--- src/rtl/scaled_clipped_bitmap_blit_defines.svh ---
// assertion macros for the blitter rtl
`ifndef SCALED_CLIPPED_BITMAP_BLIT_DEFINES_SVH
`define SCALED_CLIPPED_BITMAP_BLIT_DEFINES_SVH

// condition that must hold at every clock edge out of reset
`define SCB_CHECK(lbl, cond, msg) \
  lbl: assert property (@(posedge clk) disable iff (!rst_n) (cond)) else $error(msg);

// trigger at one edge implies the consequence at the next edge
`define SCB_CHECK_NEXT(lbl, trig, cons, msg) \
  lbl: assert property (@(posedge clk) disable iff (!rst_n) (trig) |=> (cons)) else $error(msg);

`endif

--- src/rtl/scb_pkg.sv ---
// shared types, codes and helpers of the bitmap blitter
`timescale 1ns / 1ps
package scb_pkg;

  localparam logic [1:0] REQ_LOAD  = 2'd0;
  localparam logic [1:0] REQ_START = 2'd1;
  localparam logic [1:0] REQ_STEP  = 2'd2;
  localparam logic [1:0] REQ_NONE  = 2'd3;

  localparam logic [2:0] CFG_SRC_WIDTH  = 3'd0;
  localparam logic [2:0] CFG_SRC_HEIGHT = 3'd1;
  localparam logic [2:0] CFG_VIEW_LEFT  = 3'd2;
  localparam logic [2:0] CFG_VIEW_TOP   = 3'd3;
  localparam logic [2:0] CFG_VIEW_RIGHT = 3'd4;
  localparam logic [2:0] CFG_VIEW_BOT   = 3'd5;

  localparam int FRAME_WIDTH = 640;
  localparam int IN_DATA_W   = 72;
  localparam int OUT_DATA_W  = 64;

  typedef struct packed {
    logic [1:0]         kind;
    logic [11:0]        src_index;
    logic [14:0]        src_color;
    logic signed [11:0] dest_x;
    logic signed [11:0] dest_y;
    logic [9:0]         zoom_w;
    logic [9:0]         zoom_h;
  } cmd_t;

  typedef struct packed {
    logic [6:0] src_width;
    logic [6:0] src_height;
    logic [9:0] view_left;
    logic [9:0] view_top;
    logic [9:0] view_right;
    logic [9:0] view_bottom;
  } cfg_t;

  function automatic logic [7:0] widen5(input logic [4:0] c);
    return {c, c[4:2]};
  endfunction

endpackage

--- src/rtl/scb_front.sv ---
// front end: config registers, input unpacking and request filtering
`timescale 1ns / 1ps
module scb_front (
  input  logic                              clk,
  input  logic                              rst_n,
  input  logic                              cfg_we,
  input  logic [2:0]                        cfg_index,
  input  logic [9:0]                        cfg_wdata,
  input  logic                              in_tvalid,
  output logic                              in_tready,
  input  logic [scb_pkg::IN_DATA_W-1:0]     in_tdata,
  input  logic [1:0]                        in_tuser,
  input  logic                              q_full,
  output logic                              q_push,
  output scb_pkg::cmd_t                     q_cmd,
  output scb_pkg::cfg_t                     cfg
);
  import scb_pkg::*;

  cfg_t cfg_r;

  always_ff @(posedge clk) begin
    if (!rst_n) begin
      cfg_r.src_width   <= 7'd32;
      cfg_r.src_height  <= 7'd32;
      cfg_r.view_left   <= 10'd0;
      cfg_r.view_top    <= 10'd0;
      cfg_r.view_right  <= 10'd639;
      cfg_r.view_bottom <= 10'd479;
    end else if (cfg_we) begin
      unique case (cfg_index)
        CFG_SRC_WIDTH:  cfg_r.src_width   <= cfg_wdata[6:0];
        CFG_SRC_HEIGHT: cfg_r.src_height  <= cfg_wdata[6:0];
        CFG_VIEW_LEFT:  cfg_r.view_left   <= cfg_wdata;
        CFG_VIEW_TOP:   cfg_r.view_top    <= cfg_wdata;
        CFG_VIEW_RIGHT: cfg_r.view_right  <= cfg_wdata;
        CFG_VIEW_BOT:   cfg_r.view_bottom <= cfg_wdata;
        default: ;
      endcase
    end
  end

  assign cfg       = cfg_r;
  assign in_tready = !q_full;

  // unused request code is swallowed here
  assign q_push = in_tvalid && !q_full && (in_tuser != REQ_NONE);

  always_comb begin
    q_cmd.kind      = in_tuser;
    q_cmd.src_index = in_tdata[11:0];
    q_cmd.src_color = in_tdata[26:12];
    q_cmd.dest_x    = in_tdata[38:27];
    q_cmd.dest_y    = in_tdata[50:39];
    q_cmd.zoom_w    = in_tdata[60:51];
    q_cmd.zoom_h    = in_tdata[70:61];
  end
endmodule

--- config.mk ---
export PLATFORM = sky130hd
export DESIGN_NAME = scb_front
export DESIGN_NICKNAME = d
export VERILOG_FILES = /design/src/rtl/scaled_clipped_bitmap_blit_defines.svh /design/src/rtl/scb_pkg.sv /design/src/rtl/scb_front.sv
export SDC_FILE = /design/constraint.sdc
export NUM_CORES = 1
export LEC_CHECK = 0
export ABC_AREA = 1
export BUFFER_PORTS_ARGS = -buffer_cell sky130_fd_sc_hd__buf_2
export CAP_MARGIN = 20
export CORE_MARGIN = 10
export CORE_UTILIZATION = 42
export CTS_BUF_LIST = sky130_fd_sc_hd__clkbuf_8 sky130_fd_sc_hd__clkbuf_16
export DETAILED_ROUTE_END_ITERATION = 6
export PLACE_DENSITY = 0.94
export SETUP_SLACK_MARGIN = 0.5
export SLEW_MARGIN = 20
export SYNTH_ARGS = -nofsm -noshare
export SYNTH_HDL_FRONTEND = slang
export SYNTH_SLANG_ARGS = --single-unit
export TNS_END_PERCENT = 10
--- constraint.sdc ---
create_clock -name clk -period 2.2 [get_ports clk]
set_clock_uncertainty 0.05 [all_clocks]
set_input_delay 0.22 -clock clk [delete_from_list [all_inputs] [get_ports clk]]
set_output_delay 0.22 -clock clk [all_outputs]
set_load 0.01 [all_outputs]
After elaboration in Yosys (flattened, before gate mapping)
Cells that the tools add are included.
{"block": "totals", "word_cells": 22, "input_bits": 92, "reg_bits": 54, "out_inout_bits": 129}
{"block": "op_classes", "n_eq_ne": 6, "n_reduce_logical": 10}
{"operator": "$reduce_and 2->1", "count": 6}
{"operator": "$eq 3x2->1 const B", "count": 2}
{"operator": "$eq 3x3->1 const B", "count": 2}
{"operator": "$eq 3x1->1 const B", "count": 1}
{"operator": "$logic_not 3->1", "count": 1}
{"operator": "$logic_and 1x1->1", "count": 2}
{"operator": "$ne 2x2->1 const B", "count": 1}
{"operator": "$logic_not 1->1", "count": 1}

Longest topological paths before layout
{"block": "logic_depth", "depth_word": 3, "ltp_mapped": 6, "ltp_nobuf": 5}

Worst setup path after synthesis
OpenSTA, ideal clock, no wires.
{"block": "synth_path", "path_type": "input port to flip-flop", "start": "input cfg_index[1]", "end": "register cfg_r (netlist bit cfg[10])", "required_time_ns": 2.020, "arrival_time_ns": 0.805, "stages": 4, "path_slack_ns": 1.215, "setup_ns": 0.130, "cell_sequence": "nor2_2 -> nand2_1 -> nand2_1 -> nand3_1"}
{"block": "synth_between", "elab_chain_cells": 2}
{"item": "from (decl)", "line": "scb_front.sv:7", "text": "input logic [2:0] cfg_index,"}
{"item": "$eq 3x3->1", "line": "scb_front.sv:31", "text": "unique case (cfg_index)"}
{"item": "$reduce_and 2->1 (no line)"}
{"item": "to (decl)", "line": "scb_front.sv:20", "text": "cfg_t cfg_r;"}
No other way between the ends.
A chain may end at the register's enable or synchronous reset.

Final worst setup path
{"block": "layout_path", "start": "input cfg_index[1]", "end": "register cfg_r (netlist bit cfg[19])"}
Same word-level chain as after synthesis.

==> out/qor.tcl <==
set qor(crit_required_ps) 2310
set qor(place.gp.congestion) 0.879
set qor(grt_start_max_net_pins) 55
set qor(core_area_um2) 6030
set qor(filler_cell_count) 646
set qor(die_area_um2) 9930
set qor(pin_count) 221
set qor(firstDrtPassIters) 4
set qor(wl_um) 6580
set qor(max-cap-violations) 0
set qor(first_iter_violations) 126
set qor(core.rowCount) 28
set qor(post-route-cell-area_um2) 2670
set qor(power_density_nw_per_um2) 710
set qor(unrepaired_setup_endpoints_after_global_routing) {false}
set qor(cts_resized) 0
set qor(min_period_over_period_pct) 49.2
set qor(antenna_left) 0
set qor(worstPathArrival_ps) 1190
set qor(drc) 0
set qor(yosysWarningCount) 0
set qor(floorplan.die.width_um) 99.6
set qor(cell_area_after_placement_um2) 2560
set qor(post-dp-hpwl_um) 5090
set qor(hold-worst-slack_ps) 93.8
set qor(initial_core_util_pct) 44.2
set qor(syn_to_final_growth_pct) 0.235
set qor(slew_headroom_pct) 41.6
set qor(cts_setup_buffers) 0
set qor(type_of_the_most_critical_hold_path) {in2reg}
set qor(grt_first_pass_wirelength_um) 10600
set qor(overflow) 0
set qor(largest_register_ffs) 54
set qor(p_leak_nw) 1.35
set qor(vias_per_cell) 4.76
set qor(power.ir.vdd_worst_mv) 0.340
set qor(timing.setup.critical_path_class) {in2reg}
set qor(cts_sinks) 54
set qor(postSynthNetCount) 465
set qor(finalCriticalPeriod_ps) 1080
set qor(global_route.usage.total_pct) 13.0
set qor(design.final.nets) 468
set qor(syn_inst) 373
set qor(timing_hold_violations_final) 0
set qor(buffer_cell_driving_the_clock_tree_root) {sky130_fd_sc_hd__clkbuf_8}
set qor(postLayoutCoreUtil_pct) 44.3
set qor(setup_viol) 0
set qor(synth.yosys.seq_area_share_pct) 40.6
set qor(die_h_um) 99.6
set qor(dp.cells) 444
set qor(synthesis.area_um2) 2660
set qor(hold_buffers) 0
set qor(port_buffers) 77
set qor(layout_common_cells) {sky130_fd_sc_hd__nand2_1, sky130_fd_sc_hd__buf_2, sky130_fd_sc_hd__nor2_1}
set qor(num_vias) 2151
set qor(multi_input_comb_area_um2) 932
set qor(final_layout_size_suffix_gt1_share_pct) 25.7
set qor(synth-seq-cells) 54
set qor(final-seq-area_um2) 1080
set qor(timing.fmax_mhz) 923
set qor(via_count_of_the_first_global_routing_pass) 2119
set qor(crit_end_category) {flip-flop}
set qor(tritoncts) {yes}
set qor(tightestPinTransition_ps) 876
set qor(grt_antenna_before_repair) 0
set qor(routedWlPerCell_um) 14.6
set qor(fin_max_slew_vios) 0
set qor(yosysUniqueCellTypes) 15
set qor(clock_tree.buffer_depth) 2
set qor(layout_commonest_cell) {sky130_fd_sc_hd__nand2_1}
set qor(start_kind) {primary input}
set qor(cts_inserted_buffers) 5
set qor(antenna_cells_inserted) 0
set qor(timing.critical_path.fanout_max) 10
set qor(insertion_delay_ps) 300
set qor(ctsHtreeMaxLevel) 2
set qor(setup_total_negative_slack_ps) 0
set qor(worst_setup_hold_path_clk_slew_ps) 100
set qor(synth_area_per_cell_um2) 7.14
set qor(run_status) {completed}
set qor(final_cells) 452
==> worst max-delay path: stages <==
cell and delay (ps):
sky130_fd_sc_hd__buf_2 150, sky130_fd_sc_hd__nor2_2 340, sky130_fd_sc_hd__nand2_1 290, sky130_fd_sc_hd__nand2_1 120, sky130_fd_sc_hd__nand3_1 80
==> cells by family after synthesis <==
| kind of cell | synth area share [%] |
|---|---|
| flip-flops | 40.6 |
| AND/OR/NAND/NOR | 34.8 |
| buffers and inverters | 24.4 |
| AO/OA/AOI/OAI | 0.188 |
==> power by group <==
group	total [mW]	switching, mW	internal (mW)
combinational	0.232	0.153	0.0795
sequential	1.03	0.0157	1.01
clock	0.635	0.304	0.332
total	1.89	0.472	1.42
==> path summary, 6_finish.rpt <==
check             to          from  slack [ps]  cells after the start
max reg2reg  cfg[11]       cfg[11]        1540                      2
max          cfg[19]  cfg_index[1]        1120                      5
min reg2reg   cfg[8]        cfg[8]         410                      2
min          cfg[12]  cfg_wdata[2]          90                      3
==> synth_stat cells, drive strengths merged <==
cell type	instances	share of area, %
nand3	54	10
inv	16	2.3
nor2	82	13
nand2	83	12
clkbuf	2	0.28
dfxtp	54	41
clkinv	1	0.14
buf	80	22
a21oi	1	0.19
==> metrics by stage <==
step	setup slack (ps)	power, mW
floorplan	1210	1.32
global placement	840	1.28
detailed placement	788	1.29
CTS	1110	1.91
global route	982	1.99
finish	1120	1.89
==> cell type report <==
class	count	area share (%)
well taps	75	3.51
clock buffers	5	2.58
inverters	17	2.39
multi-input cells	220	34.9
flip-flops and latches	54	40.5
repair buffers	78	14.7
clock inverters	3	1.41
==> metal layers <==
layer  track usage, %  part of all wire [%]
met1             15.5                    44
met2             20.4                    45
met3             5.88                   9.1
met4             3.86                   1.4
met5                0                     0
(Power assumes the default switching activity.)
