==> src/rtl/scaled_clipped_bitmap_blit_defines.svh <==
// assertion macros for the blitter rtl
`ifndef SCALED_CLIPPED_BITMAP_BLIT_DEFINES_SVH
`define SCALED_CLIPPED_BITMAP_BLIT_DEFINES_SVH

// condition that must hold at every clock edge out of reset
`define SCB_CHECK(lbl, cond, msg) \
  lbl: assert property (@(posedge clk) disable iff (!rst_n) (cond)) else $error(msg);

// trigger at one edge implies the consequence at the next edge
`define SCB_CHECK_NEXT(lbl, trig, cons, msg) \
  lbl: assert property (@(posedge clk) disable iff (!rst_n) (trig) |=> (cons)) else $error(msg);

`endif

==> src/rtl/scb_pkg.sv <==
// shared types, codes and helpers of the bitmap blitter
`timescale 1ns / 1ps
package scb_pkg;

  localparam logic [1:0] REQ_LOAD  = 2'd0;
  localparam logic [1:0] REQ_START = 2'd1;
  localparam logic [1:0] REQ_STEP  = 2'd2;
  localparam logic [1:0] REQ_NONE  = 2'd3;

  localparam logic [2:0] CFG_SRC_WIDTH  = 3'd0;
  localparam logic [2:0] CFG_SRC_HEIGHT = 3'd1;
  localparam logic [2:0] CFG_VIEW_LEFT  = 3'd2;
  localparam logic [2:0] CFG_VIEW_TOP   = 3'd3;
  localparam logic [2:0] CFG_VIEW_RIGHT = 3'd4;
  localparam logic [2:0] CFG_VIEW_BOT   = 3'd5;

  localparam int FRAME_WIDTH = 640;
  localparam int IN_DATA_W   = 72;
  localparam int OUT_DATA_W  = 64;

  typedef struct packed {
    logic [1:0]         kind;
    logic [11:0]        src_index;
    logic [14:0]        src_color;
    logic signed [11:0] dest_x;
    logic signed [11:0] dest_y;
    logic [9:0]         zoom_w;
    logic [9:0]         zoom_h;
  } cmd_t;

  typedef struct packed {
    logic [6:0] src_width;
    logic [6:0] src_height;
    logic [9:0] view_left;
    logic [9:0] view_top;
    logic [9:0] view_right;
    logic [9:0] view_bottom;
  } cfg_t;

  function automatic logic [7:0] widen5(input logic [4:0] c);
    return {c, c[4:2]};
  endfunction

endpackage

==> src/rtl/scb_queue.sv <==
// two entry command queue between front and back
`timescale 1ns / 1ps
module scb_queue (
  input  logic          clk,
  input  logic          rst_n,
  input  logic          push,
  input  scb_pkg::cmd_t push_cmd,
  output logic          full,
  input  logic          pop,
  output logic          valid,
  output scb_pkg::cmd_t head
);
  import scb_pkg::*;

  cmd_t       slot_r [2];
  logic       wptr_r, rptr_r;
  logic [1:0] count_r;

  always_ff @(posedge clk) begin
    if (push) begin
      slot_r[wptr_r] <= push_cmd;
    end
  end

  always_ff @(posedge clk) begin
    if (!rst_n) begin
      wptr_r  <= 1'b0;
      rptr_r  <= 1'b0;
      count_r <= 2'd0;
    end else begin
      if (push) wptr_r <= !wptr_r;
      if (pop)  rptr_r <= !rptr_r;
      count_r <= count_r + 2'(push) - 2'(pop);
    end
  end

  assign full  = (count_r == 2'd2);
  assign valid = (count_r != 2'd0);
  assign head  = slot_r[rptr_r];
endmodule

==> config.mk <==
export PLATFORM = sky130hd
export DESIGN_NAME = scb_queue
export DESIGN_NICKNAME = d
export VERILOG_FILES = /design/src/rtl/scaled_clipped_bitmap_blit_defines.svh /design/src/rtl/scb_pkg.sv /design/src/rtl/scb_queue.sv
export SDC_FILE = /design/constraint.sdc
export NUM_CORES = 1
export LEC_CHECK = 0
export CORE_MARGIN = 4
export CORE_UTILIZATION = 45
export CTS_BUF_LIST = sky130_fd_sc_hd__clkbuf_4 sky130_fd_sc_hd__clkbuf_8 sky130_fd_sc_hd__clkbuf_16
export DETAILED_ROUTE_END_ITERATION = 12
export DONT_BUFFER_PORTS = 1
export SLEW_MARGIN = 20
export SYNTH_ARGS = -nofsm -noshare
export SYNTH_HDL_FRONTEND = slang
export SYNTH_SLANG_ARGS = --single-unit
==> constraint.sdc <==
create_clock -name clk -period 3.95 [get_ports clk]
set_input_delay 0.1975 -clock clk [delete_from_list [all_inputs] [get_ports clk]]
set_output_delay 0.1975 -clock clk [all_outputs]
set_load 0.005 [all_outputs]
# [After elaboration in Yosys (flattened, before gate mapping)]
# Memories as Yosys holds them, arrays and structs flattened. A register that Yosys moved wholly into a read port is not among the register bits.
# Cells that the tools add are included.
[word_totals] regBits=4 ram_bits=146 out_inout_bits=75 word_cells=14 mem_count=1
[memory_table] name="slot_r" words=2 word_bits=73 read_ports=1 rd_clocked_by_memory_dff=1 wr=1 line_no="scb_queue.sv:15" source="cmd_t slot_r [2];"
[classes] addsub=2 n_eq_ne=1 mux=4 n_reduce_logical=3
[op_table] cell="$mux 1" n=4
[op_table] cell="$add 2x1->2" n=1
[op_table] cell="$eq 2x2->1 const B" n=1
[op_table] cell="$logic_not 1->1" n=2
[op_table] cell="$reduce_bool 2->1" n=1
[op_table] cell="$sub 2x1->2" n=1

# [Logic depth before layout (Yosys ltp)]
# Gate-level depths: netlist (run 1).
[logic_depth] word_depth=3 ltp_mapped=6 depth_no_buf=6

# [Least setup slack after synthesis (run 1)]
# No wires, ideal clock.
[synth_path] path_type="register to register" from="register wptr_r" to="memory slot_r[0][0] in the netlist's numbering (enable)" setup_time_ns=0.514 t_arrival_ns=3.566 t_required_ns=3.436 path_slack_ns=-0.130 stages_incl_launch_ff=2 cell_sequence="dfxtp_1 -> nor2b_1"
[synth_rtl] element="start, declared" line_no="scb_queue.sv:16" source="logic wptr_r, rptr_r;"
[synth_rtl] element="start signal, assigned" line_no="scb_queue.sv:31" source="if (push) wptr_r <= !wptr_r;"
[synth_rtl] element="end, declared" line_no="scb_queue.sv:15"
# Straight into the memory's write port.

# [Final worst setup path (run 1)]
[layout_path] from="register wptr_r" to="register wptr_r"
[layout_via] elab_chain_cells=1
[layout_lines] element="$logic_not 1->1" line_no="scb_queue.sv:31"
# Every way passes these cells.
# A chain may end at the register's enable or synchronous reset.

==> results of run 1 <==
==> cells in the mapped netlist (all sizes together) <==
cell type and count:
o21a 1, nor2b 4, mux2 73, ha 2
edfxtp 146, and2 4, xnor3 1, buf 8
dfxtp 5, inv 2, or2 1, xor2 1
==> tightest hold or removal path, delay by kind of cell <==
kind	cells	cell delay, ps
adder cells (fa/ha/maj)	1	140
XOR/XNOR	1	130
AND/OR/NAND/NOR	1	40
==> stage by stage <==
step	hold WS, ps	cells	utilization (%)	setup WS [ps]
after floorplan	296	248	-	1290
after detailed placement	296	415	47.0	1930
after CTS	115	524	57.7	1480
after global placement	296	415	47.0	1950
after global routing	145	525	57.9	1550
final	142	525	57.9	1710
==> power breakdown <==
group	switching [W]	internal (W)
registers	0.0000380	0.00185
clock network	0.000565	0.000989
logic	0.000138	0.000204
==> state kept, by name (all words and copies together), names as in the netlist, named ones only <==
register	count
slot_r	146
count_r	2
wptr_r	1
rptr_r	1
==> final timing paths <==
path           from         end  depth (start not counted)
min reg2reg  rptr_r    register                          2
max reg2reg  wptr_r      wptr_r                          4
min             pop  count_r[1]                          3
max          wptr_r      wptr_r                          4
==> layout by cell type, fill, tap and decap left out, drive strengths merged <==
cell type,instances
and2,4
buf,4
bufinv,3
clkbuf,19
clkinv,9
clkinvlp,1
dfxtp,5
dlygate4sd3,77
edfxtp,146
ha,2
inv,2
mux2,73
nor2b,4
o21a,1
or2,1
xnor3,1
xor2,1
==> layout make-up <==
type / count / area (um^2)
inverter: 2 / 7.51
clock buffer: 19 / 440
tap: 172 / 215
timing repair buffer: 81 / 833
clock inverter: 13 / 136
multi-input combinational: 87 / 1210
sequential: 151 / 4490
fill: 946 / 5340
==> per-layer routing <==
metal,track usage [%],wire length (um)
met3,5.85,813
met4,6.58,197
met2,22.2,4810
met1,14.1,3550
met5,0,0
==> cells by family (layout without fill, tap and decap cells) <==
group                      Yosys count  in the layout  share of synthesized area (%)
DFF                                151            151                           76.7
xor gates and xnor gates             2              2                          0.535
adders and majority gates            2              2                          0.428
and+or+nand+nor                      9              9                          0.963
buffers and inverters               10            115                           2.72
AOI/OAI and AO/OA                    1              1                          0.128
muxes                               73             73                           18.5
==> repair_timing <==
action	CTS	global route
endpoints found under the hold margin	151	0
hold buffers	77	0
endpoints found under the setup margin	0	0
setup buffers	0	0
==> metrics, run 1 <==
status=finished clean; reg-to-reg setup timing slack=1710 ps; Total GRT Usage=13.2%; worst slew pin tran=1000 ps; Min-Delay Path Class=primary input to register; post-synthesis instance total=248; CP bufs+invs=2; Initial DRC Count=131; count of buffers from port buffering=0; data arrival time of the worst path=2590 ps; area share of the largest cell type after synthesis=75.0%; Distinct cells, synth=14; count of pins on the block boundary=152; min cycle time layout=2240 ps; largest cells by area after synthesis=edfxtp_1, mux2_4, buf_12, dfxtp_1, mux2_2; post-synthesis average cell area=23.6 um^2; Design Power=0.00379 W; Residual DRC=0; number of global-route vias before repair=2763; category of cells accounting for the largest share of critical-path delay=buffers and inverters; worst setup skew after layout=5.39 ps; total wire length=9370 um; Layout Area Growth over Synthesis=25.4%; Cell Chain, Critical Path=nor2b_4 -> buf_12 -> o21a_1 -> dlygate4sd3_1; start-to-end type of the worst setup path=register to register; nature of the critical path startpoint=register; final global-route overflow total=0; number of buffers added by the clock tree synthesis step=17; number of rows in the core area=41; part of the Yosys area used for sequential elements=76.7%; first-pass GRT wire length=14400 um; Post-Place Cell Area=5960 um^2; effective utilization at floorplan=46.2%; DP Wirelength=5660 um; Mapped Area=5850 um^2; critical path's largest stage delay=730 ps; nets=419; max_slew headroom=33.2%; buffer cell driving the clock tree root=clkbuf_16; number of maximum-capacitance constraint violations=0; setup repair after global routing missed its margin=false; clock insertion delay at the later pin of the skew report=410 ps; required time of the critical path=4300 ps; Slew Limit Fails=0; clock sink count=151; Power Dens Cells=516 nW/um^2; share of layout cells above drive strength 1=30.6%; die boundary height=122 um; number of inserted diodes=0; Core Box Area=12700 um^2; Gates resized, CTS repair=0; flip-flop and latch count after synthesis=151; Final setup violation count=0; worst voltage drop across the vdd grid=356 uV; via count=2508; crit-path max FO=45; Total Die Area=14900 um^2; Synth warnings=0; Max Fclk=0.446 GHz; clk buf depth=2; P_leak=2.66 nW; vias per cell=4.78; ratio of final minimum period to clock period=56.7%; number of nets produced by synthesis=327; setup TNS=0 ps; WL/cell=17.9 um; Horiz. Die Dim=122 um; final weighted congestion in routability-driven placement=0.689; maximum level of the CTS H-tree=4; clock transition at the register clock pins on the worst setup and hold paths after CTS=50 ps; number of antenna violations at the first check in global routing=0; number of endpoints with negative hold slack in the final report=0; CTS tree=done; Worst path slowest cell=nor2b_4; Post-DRT Antenna Nets=0; pin count of the biggest net entering global routing=74; detailed-router iteration count before antenna repair=4; Design Area, Final=7340 um^2; cell type with the largest total area after synthesis=edfxtp_1; crit path capture type=register
(Power assumes the default switching activity.)
==> inputs of run 2 (changes only) <==
- ABC_AREA: unset -> 1
- clock period: 3.95 -> 2 ns (I/O delays scaled with it)
==> run 2 against run 1 <==
Sequential share of layout area down 0.64 points. Routed wire length up 3.5%. Largest power group unchanged. First-iteration DRC count down 15%. Combinational power up 85%. Clock skew up 1.6 ps. Non-clock buffer count up 1. Cell count up 2.3%. Sequential cell count unchanged. Synthesized area about the same.
==> metrics, run 2 <==
min cycle time layout=1690 ps; leading register cell type out of synthesis=edfxtp_1; number of buffers added by the clock tree synthesis step=17 (unchanged); number of rows in the core area=41 (unchanged); number of nets produced by synthesis=339 (+3.7%); crit-path max FO=34 (-24%); via count=2612 (+4.1%); Worst path slowest cell=dfxtp_4; Core Box Area=12700 um^2 (unchanged); post-layout util=58.5% (+0.61 points); CTS tree=done; critical path's largest stage delay=500 ps (-230 ps); Mapped Area=5850 um^2 (about the same); count of buffers from port buffering=0 (unchanged); post-synthesis instance total=260 (+4.8%); clock sink count=151 (unchanged); Residual DRC=0 (unchanged); number of antenna violations at the first check in global routing=0 (unchanged); Max Fclk=0.590 GHz; Horiz. Die Dim=122 um (about the same); total wire length=9700 um (+3.5%); start-to-end type of the worst setup path=register to primary output; number of maximum-capacitance constraint violations=0 (unchanged); first-pass GRT wire length=14900 um (+3.8%); Distinct cells, synth=12 (-2); start point of the worst min-delay path=pop; Layout Area Growth over Synthesis=26.8%; P_leak=2.71 nW (+1.9%); registers with the most flip-flops=slot_r (146), count_r (2); max_slew headroom=70.5% (+37 points); part of the Yosys area used for sequential elements=76.7% (about the same); Cell Chain, Critical Path=buf_12 -> mux2_4; number of non-filler instances in the completed layout=537 (+2.3%); most common cell in the netlist=edfxtp_1; Slew Limit Fails=0 (unchanged); count of pins on the block boundary=152 (unchanged); Final setup violation count=0 (unchanged); Setup Buffers After CTS=0 (unchanged); fraction of synthesis flops using an asynchronous set or reset pin=0% (unchanged); number of synthesized flops with an enable pin=146 (unchanged); flip-flop and latch count after synthesis=151 (unchanged); Total GRT Usage=13.8% (+0.59 points); worst slew pin tran=443 ps (-558 ps); most instantiated cells after synthesis=edfxtp_1, mux2_4, nand2_1, nor2_1; WL/cell=18.1 um (+1.2%); maximum level of the CTS H-tree=4 (unchanged); number of inserted filler cells in the final layout=958 (+1.3%); flip-flop count of the largest register after layout=146 (unchanged); final global-route overflow total=0 (unchanged); vias per cell=4.86 (+1.8%); ratio of final minimum period to clock period=84.7%; clock transition at the register clock pins on the worst setup and hold paths after CTS=60 ps (about the same); area share of the largest cell type after synthesis=75.0% (about the same); largest cells by area after synthesis=edfxtp_1, mux2_4, buf_12, dfxtp_1, nand2_1; worst voltage drop across the vdd grid=551 uV (+55%); Min-Delay Path Class=primary input to register; final weighted congestion in routability-driven placement=0.667 (-3.2%); nature of the critical path startpoint=register; share of layout cells above drive strength 1=29.6% (-1.0 points); setup repair after global routing missed its margin=false; Post-DRT Antenna Nets=0 (unchanged); number of inserted diodes=0 (unchanged); detailed-router iteration count before antenna repair=4 (unchanged); number of global-route vias before repair=2762 (-0.036%); number of endpoints with negative hold slack in the final report=0 (unchanged); clk buf depth=2 (unchanged); Synth warnings=0 (unchanged); pin count of the biggest net entering global routing=74 (unchanged); Placed Cells=429 (+3.4%); worst setup skew after layout=6.94 ps (+1.56 ps); Post-Route Hold Slack=143 ps (+0.911 ps); Initial DRC Count=112 (-15%); clock insertion delay at the later pin of the skew report=410 ps (about the same); category of cells accounting for the largest share of critical-path delay=flip-flops; Design Power=0.00766 W (+100%); Power Dens Cells=1030 nW/um^2 (+100%); commonest non-fill, non-tap cell in the layout=edfxtp_1; setup TNS=0 ps (unchanged); status=finished clean; Total Die Area=14900 um^2 (about the same); post-synthesis average cell area=22.5 um^2 (-4.7%); die boundary height=122 um (about the same); buffer cell driving the clock tree root=clkbuf_16; largest register by flop count=slot_r; Gates resized, CTS repair=0 (unchanged); critical register-to-register path startpoint=count_r[0]; required time of the critical path=1900 ps (-2400 ps); nets=432 (+3.1%); crit path capture type=primary output; data arrival time of the worst path=1590 ps (-1000 ps); cell type with the largest total area after synthesis=edfxtp_1; effective utilization at floorplan=46.1% (about the same); DP Wirelength=5740 um (+1.5%); CP bufs+invs=1 (-1); most frequent cells in the layout=edfxtp_1, dlygate4sd3_1, mux2_4
## run 2: per-layer routing
layer	vias up	global-route usage [%]	share of wire, %
met5	-	0	0
met4	0	6.30	1.9
met3	15	6.73	8.8
met2	101	22.8	52
met1	1303	14.9	37
li1	1193	-	-
## run 2: timing repair
item                                    4_1_cts  5_1_grt
endpoints found under the setup margin        0        0
hold buffers                                 77        0
endpoints found under the hold margin       151        0
## run 2: power breakdown
part	internal, W	switching [W]
Clock	0.00219	0.00112
Sequential	0.00366	0.0000504
Combinational	0.000352	0.000281
Total	0.00620	0.00145
## run 2: final timing paths
kind	to	slack (ps)	cells after the start
min reg2reg	register	500	2
min	count_r[1]	140	5
max reg2reg	count_r[0]	330	7
max	head[48]	310	2
## run 2: area by class of cell
class	instances	area, um^2	share of cell area [%]
Clock buffer	18	433	5.84
Multi-Input combinational cell	94	1190	16.1
Tap cell	172	215	2.90
Inverter	7	30.0	0.405
Sequential cell	151	4490	60.5
Timing Repair Buffer	82	871	11.7
Clock inverter	13	185	2.50
## run 2: cells by family (layout without fill, tap and decap cells)
| logic type | count (synthesis) | count (layout) | share of synthesized area, % |
|---|---|---|---|
| flops | 151 | 151 | 76.7 |
| buf+inv | 15 | 120 | 3.04 |
| compound gates | 1 | 1 | 0.0855 |
| fa+ha+maj | 2 | 2 | 0.428 |
| mux | 73 | 73 | 18.6 |
| simple gates | 18 | 18 | 1.18 |
## run 2: stage by stage
stage          instance area [um^2]  worst slack (ps)
2_1_floorplan                  5860               105
3_3_place_gp                   6020               624
3_5_place_dp                   6020               618
4_1_cts                        7410               267
5_1_grt                        7410               227
6_report                       7410               306
## run 2: worst min-delay path, delay by kind of cell
| family | cells | cell delay [ps] |
|---|---|---|
| simple gates | 2 | 160 |
| buf+inv | 1 | 50 |
| compound gates | 1 | 60 |
| fa+ha+maj | 1 | 140 |
